<file path="src/design/hrsp_pkg.sv">
// ----------------------------------------------------------------------------
// HTTP response stream parser package
// Shared types, codes and character classes.
// ----------------------------------------------------------------------------
`default_nettype none
package hrsp_pkg;

  typedef enum logic [1:0] {
    ACT_START   = 2'd0,
    ACT_BYTE    = 2'd1,
    ACT_TIMEOUT = 2'd2,
    ACT_NONE    = 2'd3
  } action_t;

  typedef enum logic [2:0] {
    RC_HEADER   = 3'd0,
    RC_BODY     = 3'd1,
    RC_DONE     = 3'd2,
    RC_HDR_ERR  = 3'd3,
    RC_LEN_ERR  = 3'd4,
    RC_TIMEOUT  = 3'd5,
    RC_IGNORED  = 3'd6
  } result_t;

  typedef enum logic [2:0] {
    PH_IDLE   = 3'd0,
    PH_HEADER = 3'd1,
    PH_BODY   = 3'd2,
    PH_DONE   = 3'd3,
    PH_FAILED = 3'd4
  } phase_t;

  localparam logic [3:0] ST_OK   = 4'd7;
  localparam logic [3:0] ST_FAIL = 4'd8;
  localparam logic [2:0] LV_OK   = 3'd3;
  localparam logic [2:0] LV_FAIL = 3'd4;
  localparam logic [3:0] RG_OK   = 4'd9;
  localparam logic [3:0] RG_FAIL = 4'd10;

  // classified word passed from front to back
  typedef struct packed {
    action_t    action;
    logic [7:0] rx_byte;
  } item_t;

  typedef struct packed {
    result_t     result_code;
    logic [7:0]  body_byte;
    logic [15:0] http_status;
    logic [31:0] body_length;
    logic        has_range;
    logic [31:0] range_first;
    logic [31:0] range_last;
    logic [31:0] range_size;
    logic [31:0] bytes_delivered;
  } result_item_t;

  function automatic logic is_ws(input logic [7:0] c);
    return (c == 8'h20) || (c == 8'h09) || (c == 8'h0a) || (c == 8'h0b) ||
           (c == 8'h0c) || (c == 8'h0d);
  endfunction

  function automatic logic is_dig(input logic [7:0] c);
    return (c >= 8'h30) && (c <= 8'h39);
  endfunction

  function automatic logic [31:0] dec(input logic [31:0] acc, input logic [7:0] c);
    return (acc << 3) + (acc << 1) + {28'd0, c[3:0]};
  endfunction

  function automatic logic [7:0] lit_http(input logic [2:0] i);
    case (i)
      3'd0:    return 8'h48;
      3'd1:    return 8'h54;
      3'd2:    return 8'h54;
      3'd3:    return 8'h50;
      default: return 8'h2f;
    endcase
  endfunction

  function automatic logic [7:0] lit_bytes(input logic [2:0] i);
    case (i)
      3'd0:    return 8'h62;
      3'd1:    return 8'h79;
      3'd2:    return 8'h74;
      3'd3:    return 8'h65;
      default: return 8'h73;
    endcase
  endfunction

  // "content-length"; "content-range" shares the first 8 characters
  function automatic logic [7:0] len_name_chr(input logic [3:0] i);
    case (i)
      4'd0:  return 8'h63;
      4'd1:  return 8'h6f;
      4'd2:  return 8'h6e;
      4'd3:  return 8'h74;
      4'd4:  return 8'h65;
      4'd5:  return 8'h6e;
      4'd6:  return 8'h74;
      4'd7:  return 8'h2d;
      4'd8:  return 8'h6c;
      4'd9:  return 8'h65;
      4'd10: return 8'h6e;
      4'd11: return 8'h67;
      4'd12: return 8'h74;
      default: return 8'h68;
    endcase
  endfunction

  function automatic logic [7:0] name_rng(input logic [3:0] i);
    case (i)
      4'd8:  return 8'h72;
      4'd9:  return 8'h61;
      4'd10: return 8'h6e;
      4'd11: return 8'h67;
      4'd12: return 8'h65;
      default: return len_name_chr(i);
    endcase
  endfunction

endpackage
`default_nettype wire

</file>
<file path="src/design/hrsp_if.sv">
// ----------------------------------------------------------------------------
// Stream channel interfaces
// Valid/ready channels for input, result and configuration words.
// ----------------------------------------------------------------------------
`default_nettype none
interface hrsp_in_if;
  logic       valid;
  logic       ready;
  logic [1:0] action;
  logic [7:0] rx_byte;
  modport source (output valid, action, rx_byte, input ready);
  modport sink (input valid, action, rx_byte, output ready);
endinterface

interface hrsp_out_if;
  logic        valid;
  logic        ready;
  logic [2:0]  result_code;
  logic [7:0]  body_byte;
  logic [15:0] http_status;
  logic [31:0] body_length;
  logic        has_range;
  logic [31:0] range_first;
  logic [31:0] range_last;
  logic [31:0] range_size;
  logic [31:0] bytes_delivered;
  modport source (output valid, result_code, body_byte, http_status, body_length,
                  has_range, range_first, range_last, range_size, bytes_delivered,
                  input ready);
  modport sink (input valid, result_code, body_byte, http_status, body_length,
                has_range, range_first, range_last, range_size, bytes_delivered,
                output ready);
endinterface

interface hrsp_cfg_if;
  logic        valid;
  logic        ready;
  logic [11:0] data;
  modport source (output valid, data, input ready);
  modport sink (input valid, data, output ready);
endinterface
`default_nettype wire

</file>
<file path="src/design/hrsp_queue.sv">
// ----------------------------------------------------------------------------
// Item queue
// Two-entry queue between the front and the back of the parser.
// ----------------------------------------------------------------------------
`default_nettype none
module hrsp_queue (
  input  wire logic          clk,
  input  wire logic          rst,
  input  wire logic          in_valid,
  output logic               in_ready,
  input  wire hrsp_pkg::item_t in_item,
  output logic               out_valid,
  input  wire logic          out_ready,
  output hrsp_pkg::item_t    out_item
);
  import hrsp_pkg::*;

  item_t      slots [2];
  logic       wr_ptr;
  logic       rd_ptr;
  logic [1:0] count;
  logic       push;
  logic       pop;

  assign in_ready  = (count != 2'd2);
  assign out_valid = (count != 2'd0);
  assign out_item  = slots[rd_ptr];
  assign push      = in_valid && in_ready;
  assign pop       = out_valid && out_ready;

  always_ff @(posedge clk) begin
    if (push) begin
      slots[wr_ptr] <= in_item;
    end
  end

  always_ff @(posedge clk) begin
    if (rst) begin
      wr_ptr <= 1'b0;
      rd_ptr <= 1'b0;
      count  <= 2'd0;
    end else begin
      if (push) wr_ptr <= ~wr_ptr;
      if (pop) rd_ptr <= ~rd_ptr;
      count <= count + {1'b0, push} - {1'b0, pop};
    end
  end
endmodule
`default_nettype wire

</file>
<file path="src/design/hrsp_back.sv">
// ----------------------------------------------------------------------------
// Parser back end
// Runs header parsing and body counting, one word per cycle unless stalled.
// ----------------------------------------------------------------------------
`default_nettype none
module hrsp_back #(
  parameter int HEADER_COUNT_WIDTH = 12
) (
  input  wire logic               clk,
  input  wire logic               rst,
  input  wire logic [11:0]        header_limit,
  input  wire logic               in_valid,
  output logic                    in_ready,
  input  wire hrsp_pkg::item_t    in_item,
  output logic                    out_valid,
  input  wire logic               out_ready,
  output hrsp_pkg::result_item_t  out_item
);
  import hrsp_pkg::*;

  localparam logic [HEADER_COUNT_WIDTH-1:0] CMAX = '1;

  phase_t phase, phase_next;
  logic [HEADER_COUNT_WIDTH-1:0] header_bytes, header_bytes_next;
  logic [1:0]  term, term_next;
  logic        line_start, line_start_next;
  logic [3:0]  st_step, st_step_next;
  logic [2:0]  st_lit, st_lit_next;
  logic [4:0]  name_pos, name_pos_next;
  logic [1:0]  cand, cand_next;
  logic [2:0]  value_step, value_step_next;
  logic [3:0]  rg_step, rg_step_next;
  logic [2:0]  rg_lit, rg_lit_next;
  logic [15:0] status_acc, status_acc_next;
  logic [31:0] length_acc, length_acc_next;
  logic [31:0] rf_acc, rf_acc_next;
  logic [31:0] rl_acc, rl_acc_next;
  logic [31:0] rs_acc, rs_acc_next;
  logic        has_range, has_range_next;
  logic [31:0] body_count, body_count_next;
  result_t     code;
  logic [7:0]  bb;
  logic        take;
  logic        out_full;
  logic [31:0] status_dec;
  logic [31:0] body_inc;
  logic [7:0]  b, lc;
  logic [1:0]  cand_mid;
  logic [15:0] hb_wide;
  logic        limit_hit;

  assign in_ready = !out_full || out_ready;
  assign take     = in_valid && in_ready;
  assign b        = in_item.rx_byte;
  assign lc       = (b >= 8'h41 && b <= 8'h5a) ? b + 8'h20 : b;
  assign status_dec = dec({16'd0, status_acc}, b);
  assign body_inc   = body_count + 32'd1;

  assign hb_wide   = 16'(header_bytes);
  assign limit_hit = hb_wide >= {4'd0, header_limit};

  always_comb begin
    phase_next = phase;
    header_bytes_next = header_bytes;
    term_next = term;
    line_start_next = line_start;
    st_step_next = st_step;
    st_lit_next = st_lit;
    name_pos_next = name_pos;
    cand_next = cand;
    cand_mid = cand;
    value_step_next = value_step;
    rg_step_next = rg_step;
    rg_lit_next = rg_lit;
    status_acc_next = status_acc;
    length_acc_next = length_acc;
    rf_acc_next = rf_acc;
    rl_acc_next = rl_acc;
    rs_acc_next = rs_acc;
    has_range_next = has_range;
    body_count_next = body_count;
    code = RC_IGNORED;
    bb = 8'd0;
    unique case (in_item.action)
      ACT_START: begin
        phase_next = PH_HEADER;
        header_bytes_next = '0;
        term_next = 2'd0;
        line_start_next = 1'b1;
        st_step_next = 4'd0;
        st_lit_next = 3'd0;
        name_pos_next = 5'd0;
        cand_next = 2'b11;
        value_step_next = 3'd0;
        rg_step_next = 4'd0;
        rg_lit_next = 3'd0;
        status_acc_next = 16'd0;
        length_acc_next = 32'd0;
        rf_acc_next = 32'd0;
        rl_acc_next = 32'd0;
        rs_acc_next = 32'd0;
        has_range_next = 1'b0;
        body_count_next = 32'd0;
        code = RC_HEADER;
      end
      ACT_TIMEOUT: begin
        if (phase == PH_HEADER || phase == PH_BODY) begin
          phase_next = PH_FAILED;
          code = RC_TIMEOUT;
        end
      end
      ACT_BYTE: begin
        if (phase == PH_HEADER) begin
          if (limit_hit) begin
            phase_next = PH_FAILED;
            code = RC_HDR_ERR;
          end else begin
            code = RC_HEADER;
            if (header_bytes != CMAX) header_bytes_next = header_bytes + 1'b1;
            // status line
            case (st_step)
              4'd0: begin
                if (b == lit_http(st_lit)) begin
                  st_lit_next = st_lit + 3'd1;
                  if (st_lit == 3'd4) st_step_next = 4'd1;
                end else st_step_next = ST_FAIL;
              end
              4'd1: if (is_dig(b)) st_step_next = 4'd2;
                    else if (!is_ws(b)) st_step_next = ST_FAIL;
              4'd2: if (b == 8'h2e) st_step_next = 4'd3;
                    else if (!is_dig(b)) st_step_next = ST_FAIL;
              4'd3: if (is_dig(b)) st_step_next = 4'd4;
                    else if (!is_ws(b)) st_step_next = ST_FAIL;
              4'd4: if (is_ws(b)) st_step_next = 4'd5;
                    else if (!is_dig(b)) st_step_next = ST_FAIL;
              4'd5: begin
                if (is_dig(b)) begin
                  status_acc_next = {12'd0, b[3:0]};
                  st_step_next = 4'd6;
                end else if (!is_ws(b)) st_step_next = ST_FAIL;
              end
              4'd6: if (is_dig(b)) status_acc_next = status_dec[15:0];
                    else st_step_next = ST_OK;
              default: ;
            endcase
            // content length value
            if (value_step == 3'd1) begin
              if (is_dig(b)) begin
                length_acc_next = {28'd0, b[3:0]};
                value_step_next = 3'd2;
              end else if (!is_ws(b)) value_step_next = LV_FAIL;
            end else if (value_step == 3'd2) begin
              if (is_dig(b)) length_acc_next = dec(length_acc, b);
              else value_step_next = LV_OK;
            end
            // content range value
            case (rg_step)
              4'd1: begin
                if (b == 8'h62) begin
                  rg_lit_next = 3'd1;
                  rg_step_next = 4'd2;
                end else if (b != 8'h20 && b != 8'h09) rg_step_next = RG_FAIL;
              end
              4'd2: begin
                if (b == lit_bytes(rg_lit)) begin
                  rg_lit_next = rg_lit + 3'd1;
                  if (rg_lit == 3'd4) rg_step_next = 4'd3;
                end else rg_step_next = RG_FAIL;
              end
              4'd3: begin
                if (is_dig(b)) begin
                  rf_acc_next = {28'd0, b[3:0]};
                  rg_step_next = 4'd4;
                end else if (!is_ws(b)) rg_step_next = RG_FAIL;
              end
              4'd4: if (is_dig(b)) rf_acc_next = dec(rf_acc, b);
                    else rg_step_next = (b == 8'h2d) ? 4'd5 : RG_FAIL;
              4'd5: begin
                if (is_dig(b)) begin
                  rl_acc_next = {28'd0, b[3:0]};
                  rg_step_next = 4'd6;
                end else if (!is_ws(b)) rg_step_next = RG_FAIL;
              end
              4'd6: if (is_dig(b)) rl_acc_next = dec(rl_acc, b);
                    else rg_step_next = (b == 8'h2f) ? 4'd7 : RG_FAIL;
              4'd7: begin
                if (is_dig(b)) begin
                  rs_acc_next = {28'd0, b[3:0]};
                  rg_step_next = 4'd8;
                end else if (!is_ws(b)) rg_step_next = RG_FAIL;
              end
              4'd8: if (is_dig(b)) rs_acc_next = dec(rs_acc, b);
                    else rg_step_next = RG_OK;
              default: ;
            endcase
            // header names
            if (line_start) begin
              cand_mid = 2'b11;
              name_pos_next = 5'd0;
              line_start_next = 1'b0;
            end
            cand_next = cand_mid;
            if (cand_mid[0]) begin
              if (!line_start && name_pos >= 5'd14) begin
                cand_next[0] = 1'b0;
                if (b == 8'h3a && value_step == 3'd0) value_step_next = 3'd1;
              end else if (lc != len_name_chr(line_start ? 4'd0 : name_pos[3:0])) begin
                cand_next[0] = 1'b0;
              end
            end
            if (cand_mid[1]) begin
              if (!line_start && name_pos >= 5'd13) begin
                cand_next[1] = 1'b0;
                if (b == 8'h3a && rg_step == 4'd0) rg_step_next = 4'd1;
              end else if (lc != name_rng(line_start ? 4'd0 : name_pos[3:0])) begin
                cand_next[1] = 1'b0;
              end
            end
            if (line_start) name_pos_next = 5'd1;
            else if (name_pos < 5'd31) name_pos_next = name_pos + 5'd1;
            // terminator
            if (b == 8'h0d) begin
              term_next = (term == 2'd2) ? 2'd3 : 2'd1;
            end else if (b == 8'h0a) begin
              if (term == 2'd3) begin
                term_next = 2'd0;
                if (st_step_next != 4'd6 && st_step_next != ST_OK) begin
                  phase_next = PH_FAILED;
                  code = RC_HDR_ERR;
                end else if (value_step_next != 3'd2 && value_step_next != LV_OK) begin
                  phase_next = PH_FAILED;
                  code = RC_LEN_ERR;
                end else if (rg_step_next != 4'd0 && rg_step_next != 4'd8 &&
                             rg_step_next != RG_OK) begin
                  phase_next = PH_FAILED;
                  code = RC_HDR_ERR;
                end else begin
                  if (rg_step_next != 4'd0) has_range_next = 1'b1;
                  if (length_acc_next == 32'd0) begin
                    phase_next = PH_DONE;
                    code = RC_DONE;
                  end else phase_next = PH_BODY;
                end
              end else if (term == 2'd1) begin
                term_next = 2'd2;
                line_start_next = 1'b1;
              end else term_next = 2'd0;
            end else begin
              term_next = 2'd0;
            end
          end
        end else if (phase == PH_BODY) begin
          body_count_next = body_inc;
          bb = b;
          if (body_inc == length_acc) begin
            phase_next = PH_DONE;
            code = RC_DONE;
          end else code = RC_BODY;
        end else if (phase == PH_DONE) begin
          phase_next = PH_FAILED;
          code = RC_LEN_ERR;
        end
      end
      default: ;
    endcase
  end

  always_ff @(posedge clk) begin
    if (rst) begin
      phase <= PH_IDLE;
      header_bytes <= '0;
      term <= 2'd0;
      line_start <= 1'b1;
      st_step <= 4'd0;
      st_lit <= 3'd0;
      name_pos <= 5'd0;
      cand <= 2'b11;
      value_step <= 3'd0;
      rg_step <= 4'd0;
      rg_lit <= 3'd0;
      status_acc <= 16'd0;
      length_acc <= 32'd0;
      rf_acc <= 32'd0;
      rl_acc <= 32'd0;
      rs_acc <= 32'd0;
      has_range <= 1'b0;
      body_count <= 32'd0;
      out_full <= 1'b0;
    end else begin
      if (take) begin
        phase <= phase_next;
        header_bytes <= header_bytes_next;
        term <= term_next;
        line_start <= line_start_next;
        st_step <= st_step_next;
        st_lit <= st_lit_next;
        name_pos <= name_pos_next;
        cand <= cand_next;
        value_step <= value_step_next;
        rg_step <= rg_step_next;
        rg_lit <= rg_lit_next;
        status_acc <= status_acc_next;
        length_acc <= length_acc_next;
        rf_acc <= rf_acc_next;
        rl_acc <= rl_acc_next;
        rs_acc <= rs_acc_next;
        has_range <= has_range_next;
        body_count <= body_count_next;
        out_full <= 1'b1;
      end else if (out_ready) begin
        out_full <= 1'b0;
      end
    end
  end

  always_ff @(posedge clk) begin
    if (take) begin
      out_item.result_code <= code;
      out_item.body_byte <= bb;
      out_item.http_status <= status_acc_next;
      out_item.body_length <= length_acc_next;
      out_item.has_range <= has_range_next;
      out_item.range_first <= rf_acc_next;
      out_item.range_last <= rl_acc_next;
      out_item.range_size <= rs_acc_next;
      out_item.bytes_delivered <= body_count_next;
    end
  end

  assign out_valid = out_full;
endmodule
`default_nettype wire

</file>
<file path="src/design/http_response_stream_parser.sv">
// ----------------------------------------------------------------------------
// HTTP response stream parser
// Parses response headers byte by byte and passes the body through.
// ----------------------------------------------------------------------------
// One input word per cycle sustained unless the result side stalls, one result
// word per input word; each word is registered in the input queue and then in
// the result register. All header parsing of a byte is done in one pass of the
// back end's update logic.
// Write header_limit only while no words are in flight.
`default_nettype none
module http_response_stream_parser #(
  parameter int HEADER_COUNT_WIDTH = 12
) (
  input wire logic   clk,
  input wire logic   rst,
  hrsp_in_if.sink    in_ch,
  hrsp_out_if.source out_ch,
  hrsp_cfg_if.sink   cfg
);
  import hrsp_pkg::*;

  logic [11:0]  header_limit;
  item_t        in_item;
  item_t        q_item;
  logic         q_valid;
  logic         q_ready;
  result_item_t res;

  assign cfg.ready = 1'b1;

  always_ff @(posedge clk) begin
    if (rst) begin
      header_limit <= 12'd767;
    end else if (cfg.valid && cfg.ready) begin
      header_limit <= cfg.data;
    end
  end

  assign in_item.action  = action_t'(in_ch.action);
  assign in_item.rx_byte = in_ch.rx_byte;

  hrsp_queue u_queue (
    .clk       (clk),
    .rst       (rst),
    .in_valid  (in_ch.valid),
    .in_ready  (in_ch.ready),
    .in_item   (in_item),
    .out_valid (q_valid),
    .out_ready (q_ready),
    .out_item  (q_item)
  );

  hrsp_back #(.HEADER_COUNT_WIDTH(HEADER_COUNT_WIDTH)) u_back (
    .clk          (clk),
    .rst          (rst),
    .header_limit (header_limit),
    .in_valid     (q_valid),
    .in_ready     (q_ready),
    .in_item      (q_item),
    .out_valid    (out_ch.valid),
    .out_ready    (out_ch.ready),
    .out_item     (res)
  );

  assign out_ch.result_code     = res.result_code;
  assign out_ch.body_byte       = res.body_byte;
  assign out_ch.http_status     = res.http_status;
  assign out_ch.body_length     = res.body_length;
  assign out_ch.has_range       = res.has_range;
  assign out_ch.range_first     = res.range_first;
  assign out_ch.range_last      = res.range_last;
  assign out_ch.range_size      = res.range_size;
  assign out_ch.bytes_delivered = res.bytes_delivered;
endmodule
`default_nettype wire

</file>
<file path="src/flat_wrapper.sv">
// flat-port wrapper written by rule: the top's interface ports become plain ports
module http_response_stream_parser_flat import hrsp_pkg::*;
#(
  parameter int HEADER_COUNT_WIDTH = 12
)
  (clk, rst, in_ch_valid, in_ch_action, in_ch_rx_byte, in_ch_ready, out_ch_valid, out_ch_result_code, out_ch_body_byte, out_ch_http_status, out_ch_body_length, out_ch_has_range, out_ch_range_first, out_ch_range_last, out_ch_range_size, out_ch_bytes_delivered, out_ch_ready, cfg_valid, cfg_data, cfg_ready);
  hrsp_in_if in_ch_i ();
  hrsp_out_if out_ch_i ();
  hrsp_cfg_if cfg_i ();
  input wire logic clk;
  input wire logic rst;
  input wire logic [$bits(in_ch_i.valid)-1:0] in_ch_valid;
  input wire logic [$bits(in_ch_i.action)-1:0] in_ch_action;
  input wire logic [$bits(in_ch_i.rx_byte)-1:0] in_ch_rx_byte;
  output wire logic [$bits(in_ch_i.ready)-1:0] in_ch_ready;
  output wire logic [$bits(out_ch_i.valid)-1:0] out_ch_valid;
  output wire logic [$bits(out_ch_i.result_code)-1:0] out_ch_result_code;
  output wire logic [$bits(out_ch_i.body_byte)-1:0] out_ch_body_byte;
  output wire logic [$bits(out_ch_i.http_status)-1:0] out_ch_http_status;
  output wire logic [$bits(out_ch_i.body_length)-1:0] out_ch_body_length;
  output wire logic [$bits(out_ch_i.has_range)-1:0] out_ch_has_range;
  output wire logic [$bits(out_ch_i.range_first)-1:0] out_ch_range_first;
  output wire logic [$bits(out_ch_i.range_last)-1:0] out_ch_range_last;
  output wire logic [$bits(out_ch_i.range_size)-1:0] out_ch_range_size;
  output wire logic [$bits(out_ch_i.bytes_delivered)-1:0] out_ch_bytes_delivered;
  input wire logic [$bits(out_ch_i.ready)-1:0] out_ch_ready;
  input wire logic [$bits(cfg_i.valid)-1:0] cfg_valid;
  input wire logic [$bits(cfg_i.data)-1:0] cfg_data;
  output wire logic [$bits(cfg_i.ready)-1:0] cfg_ready;
  assign in_ch_i.valid = in_ch_valid;
  assign in_ch_i.action = in_ch_action;
  assign in_ch_i.rx_byte = in_ch_rx_byte;
  assign in_ch_ready = in_ch_i.ready;
  assign out_ch_valid = out_ch_i.valid;
  assign out_ch_result_code = out_ch_i.result_code;
  assign out_ch_body_byte = out_ch_i.body_byte;
  assign out_ch_http_status = out_ch_i.http_status;
  assign out_ch_body_length = out_ch_i.body_length;
  assign out_ch_has_range = out_ch_i.has_range;
  assign out_ch_range_first = out_ch_i.range_first;
  assign out_ch_range_last = out_ch_i.range_last;
  assign out_ch_range_size = out_ch_i.range_size;
  assign out_ch_bytes_delivered = out_ch_i.bytes_delivered;
  assign out_ch_i.ready = out_ch_ready;
  assign cfg_i.valid = cfg_valid;
  assign cfg_i.data = cfg_data;
  assign cfg_ready = cfg_i.ready;
  http_response_stream_parser #(.HEADER_COUNT_WIDTH(HEADER_COUNT_WIDTH)) u_core (.clk(clk), .rst(rst), .in_ch(in_ch_i), .out_ch(out_ch_i), .cfg(cfg_i));
endmodule
</file>
<file path="config.mk">
export PLATFORM = sky130hd
export DESIGN_NAME = http_response_stream_parser_flat
export DESIGN_NICKNAME = d
export VERILOG_FILES = /design/src/design/hrsp_pkg.sv /design/src/design/hrsp_if.sv /design/src/design/hrsp_queue.sv /design/src/design/hrsp_back.sv /design/src/design/http_response_stream_parser.sv /design/src/flat_wrapper.sv
export SDC_FILE = /design/constraint.sdc
export NUM_CORES = 2
export LEC_CHECK = 0
export ABC_AREA = 1
export BUFFER_PORTS_ARGS = -buffer_cell sky130_fd_sc_hd__buf_2
export CAP_MARGIN = 10
export CORE_ASPECT_RATIO = 0.5
export CORE_MARGIN = 1.5
export CORE_UTILIZATION = 40
export DETAILED_ROUTE_END_ITERATION = 7
export HOLD_SLACK_MARGIN = 0.03
export PLACE_DENSITY = 0.64
export RECOVER_POWER = 25
export SYNTH_ARGS = -nofsm -noshare
export SYNTH_HDL_FRONTEND = slang
export SYNTH_SLANG_ARGS = --single-unit
export TNS_END_PERCENT = 5
</file>
<file path="constraint.sdc">
create_clock -name clk -period 9.9 [get_ports clk]
set_clock_uncertainty 0.15 [all_clocks]
set_input_delay 1.485 -clock clk [delete_from_list [all_inputs] [get_ports clk]]
set_output_delay 1.485 -clock clk [all_outputs]
set_load 0.1 [all_outputs]
</file>
==> impl_metrics.py <==
metrics = {
    "critical_path": {
        "slowest_delay_ps": 2740,
        "crit_path_start_kind": "input port",
        "crit_fanout": 67,
        "slowest_stage": "clkbuf_1",
        "arrival_ps": 7150,
        "crit_chain": "buf_2 -> nor2_1 -> a21oi_1 -> clkbuf_1 -> buf_4 -> buf_4 -> buf_4",
        "endpoint_kind": "flop",
        "crit_type": "input port to flop",
        "critPathTopFamily": "buffers and inverters",
        "worstPathRequired_ps": 9980,
        "critPathMostFrequentCell": "buf_4",
        "path_buf_inv": 5,
    },
    "clock_tree": {
        "post-cts-setup-buffers": 0,
        "cts_root_buffer": "clkbuf_16",
        "cts-resized-gates": 0,
        "postCtsHoldBufs": 0,
        "clock_latency_ps": 630,
        "cts_max_path_buffers": 3,
        "path_clk_slew_ps": 60,
        "cts.sinks": 445,
        "cts_inserted_buffers": 44,
        "htreeDepth": 2,
        "cts_tree": "done",
    },
    "logic_synthesis": {
        "synth_top_flop_cell": "dfxtp_1",
        "synthSimpleGateAreaFrac": 0.214,
        "yosys.area.top_type_share": 0.192,
        "syn_area_um2": 32600,
        "synth_top_cells_by_area": "edfxtp_1 (19%), dfxtp_1 (15%), nand2_1 (12%)",
        "ys_warn_count": 0,
        "synth_top_family_by_area": "simple AND/OR/NAND/NOR gates",
        "synth_top_cell_by_area": "edfxtp_1",
        "synthMuxAreaShare": 0,
        "synth-xor-area-share": 0.0386,
        "postSynthAreaPerCell_um2": 7.13,
        "synth.ff_latch_count": 445,
        "synth_adder_area_share": 0.121,
        "syn-num-nets": 4909,
        "synth-edff-count": 208,
        "async_flop_share": 0,
        "synth_compound_area_frac": 0.183,
        "synthCells": 4573,
        "synth.distinct_cells": 60,
        "yosysSeqAreaShare": 0.337,
    },
    "finish": {
        "fin_util": 0.450,
        "layout.cells.non_filler": 5835,
        "layout-drive-gt1-share": 0.0545,
        "area_delta_synth_final_pct": 10.6,
        "nFillCells": 8192,
        "nets": 5049,
        "n_antenna_cell": 0,
    },
    "outcome": {
        "violations": "max-capacitance violations, max-slew violations",
        "outcome": "finished, violations left",
    },
    "global_route": {
        "grt_max_degree": 127,
        "antenna_found_initial": 3,
        "grt.total_usage": 0.237,
        "grt_pass1_wl_um": 158000,
        "grt_overflow_total": 0,
        "first_global_vias": 28900,
    },
    "die": {
        "ios": 218,
        "num_rows": 73,
        "die_area_um2": 83300,
        "floorplan.initialDensity": 0.407,
        "floorplan.core_area_um2": 80100,
        "fp.dieH_um": 205,
        "die_w_um": 407,
    },
    "timing": {
        "fmax_mhz": 141,
        "slew_violations": 102,
        "setup_tns_ps": 0,
        "timing.slew.headroom": -1.57,
        "rsz0062_at_grt": "false",
        "setup_viol_count_final": 0,
        "finalCritPeriodShare": 0.714,
        "tightest_slew_ps": 3850,
        "finalWorstSetupSlack_ps": 2830,
        "hold_viol": 0,
        "post-route-min-period_ps": 7070,
    },
    "route": {
        "wl_um": 101000,
        "first_pass_iters": 6,
        "drtAntennaViolNets": 0,
        "routed_via_density": 5.30,
        "remaining_drc_errors": 0,
        "via_count": 31000,
        "post_drt_wl_per_cell_um": 17.3,
        "drtIter0Drc": 2526,
    },
    "placement": {
        "hpwl_um": 74000,
        "gp_congestion": 0.942,
        "dp_cells": 5754,
        "dp_slack_ps": 4530,
        "numPortBuffers": 216,
    },
    "run": {
        "maxCapViolations": 2,
    },
    "min_path": {
        "hold_class": "flop to flop",
    },
}
[cells in the final DEF, fill, tap and decap left out, drive strengths merged, types with 2 or more instances in the layout]
| cell | synthesis | final |
|---|---|---|
| a22oi | 2 | 2 |
| clkinv | 5 | 16 |
| a221oi | 2 | 2 |
| nor3b | 2 | 2 |
| and3 | 2 | 2 |
| o211ai | 37 | 37 |
| inv | 745 | 748 |
| clkinvlp | 0 | 5 |
| nand3 | 200 | 200 |
| xnor2 | 31 | 31 |
| ha | 299 | 299 |
| o21bai | 22 | 22 |
| o21a | 4 | 4 |
| o21ai | 478 | 478 |
| or2 | 8 | 8 |
| nor3 | 55 | 55 |
| o22ai | 90 | 90 |
| clkbuf | 107 | 168 |
| bufinv | 0 | 8 |
| o2111ai | 3 | 3 |
| buf | 38 | 125 |
| o32ai | 3 | 3 |
| nor2 | 318 | 318 |
| a21oi | 403 | 403 |
| nand4 | 43 | 43 |
| xor2 | 110 | 110 |
| dfxtp | 237 | 237 |
| a211oi | 12 | 12 |
| nand2 | 1022 | 1022 |
| nor4 | 16 | 16 |
| o31ai | 2 | 2 |
| fa | 10 | 10 |
| and2 | 3 | 3 |
| a31oi | 9 | 9 |
| o221ai | 5 | 5 |
| a21o | 7 | 7 |
| a21boi | 15 | 15 |
| nand3b | 11 | 11 |
| edfxtp | 208 | 208 |
| a32oi | 2 | 2 |
[cell type report]
| cell class | count | area, um2 | area share |
|---|---|---|---|
| multi-input combinational | 3233 | 18200 | 0.505 |
| sequential | 445 | 11000 | 0.305 |
| inverter | 750 | 2820 | 0.0783 |
| tap | 1087 | 1360 | 0.0377 |
| clock buffer | 54 | 1200 | 0.0333 |
| timing repair buffer | 239 | 1110 | 0.0307 |
| clock inverter | 27 | 363 | 0.0101 |
[metrics by stage]
step / instance area (um2) / hold slack [ps]
after global placement: 34700 / 290
final: 36100 / 311
after floorplan: 32600 / 276
after CTS: 36200 / 309
after global routing: 36100 / 350
after detailed placement: 34700 / 295
[path summary, 6_finish.rpt]
path	startpoint	endpoint	slack, ps	depth (start not counted)
worst min-delay path	u_core.u_queue.rd_ptr	u_core.u_queue.rd_ptr	310	1
worst max register to register	u_core.u_queue.count[1]	u_core.u_back.out_item[147]	3390	6
worst min register to register	u_core.u_queue.rd_ptr	u_core.u_queue.rd_ptr	310	1
worst max-delay path	out_ch_ready	u_core.u_back.out_item[147]	2830	7
[cell families (layout without fill, tap and decap cells)]
family | after synthesis | after routing
xor gates and xnor gates | 142 | 142
adders and majority gates | 309 | 309
and+or+nand+nor | 1680 | 1680
buffers and inverters | 895 | 1070
DFF | 445 | 445
AOI/OAI and AO/OA | 1101 | 1101
other | 1 | 1
[routing by layer]
| metal | routed length (um) | up-vias | global-route usage |
|---|---|---|---|
| met5 | 40 | - | 0 |
| met3 | 6490 | 165 | 0.0390 |
| li1 | - | 15500 | - |
| met1 | 46800 | 14400 | 0.328 |
| met2 | 44500 | 917 | 0.376 |
| met4 | 2940 | 6 | 0.0732 |
[flip-flops by register name, summed over array words and instances (netlist names), 4 cells and up, named ones only]
| name | flops |
|---|---|
| u_core.u_back.status_acc | 16 |
| u_core.u_back.rf_acc | 32 |
| u_core.u_back.rl_acc | 32 |
| u_core.u_back.st_step | 4 |
| u_core.u_queue.slots | 20 |
| u_core.u_back.rs_acc | 32 |
| u_core.u_back.rg_step | 4 |
| u_core.u_back.header_bytes | 12 |
| u_core.u_back.name_pos | 5 |
| u_core.u_back.length_acc | 32 |
| u_core.u_back.body_count | 32 |
| u_core.u_back.out_item | 188 |
| u_core.header_limit | 12 |
[cells in the mapped netlist (16+ instances only)]
| library cell | number |
|---|---|
| nand2_1 | 1005 |
| inv_1 | 737 |
| o21ai_0 | 457 |
| a21oi_1 | 403 |
| nor2_1 | 306 |
| ha_1 | 299 |
| dfxtp_1 | 237 |
| edfxtp_1 | 208 |
| nand3_1 | 197 |
| xor2_1 | 110 |
| clkbuf_1 | 107 |
| o22ai_1 | 90 |
| nor3_1 | 53 |
| nand4_1 | 43 |
| o211ai_1 | 37 |
| xnor2_1 | 31 |
| o21bai_1 | 22 |
| o21ai_1 | 18 |
| buf_2 | 17 |
| nor4_1 | 16 |
[worst register-to-register path, stage by stage, from the launching register on]
cell,delay (ps)
dfxtp_1,370
inv_1,50
a21oi_1,380
clkbuf_1,2740
buf_4,1000
buf_4,720
buf_4,660
Power is not shown: default switching activity piles up to over one toggle a cycle in this logic, so the estimate is an artifact.
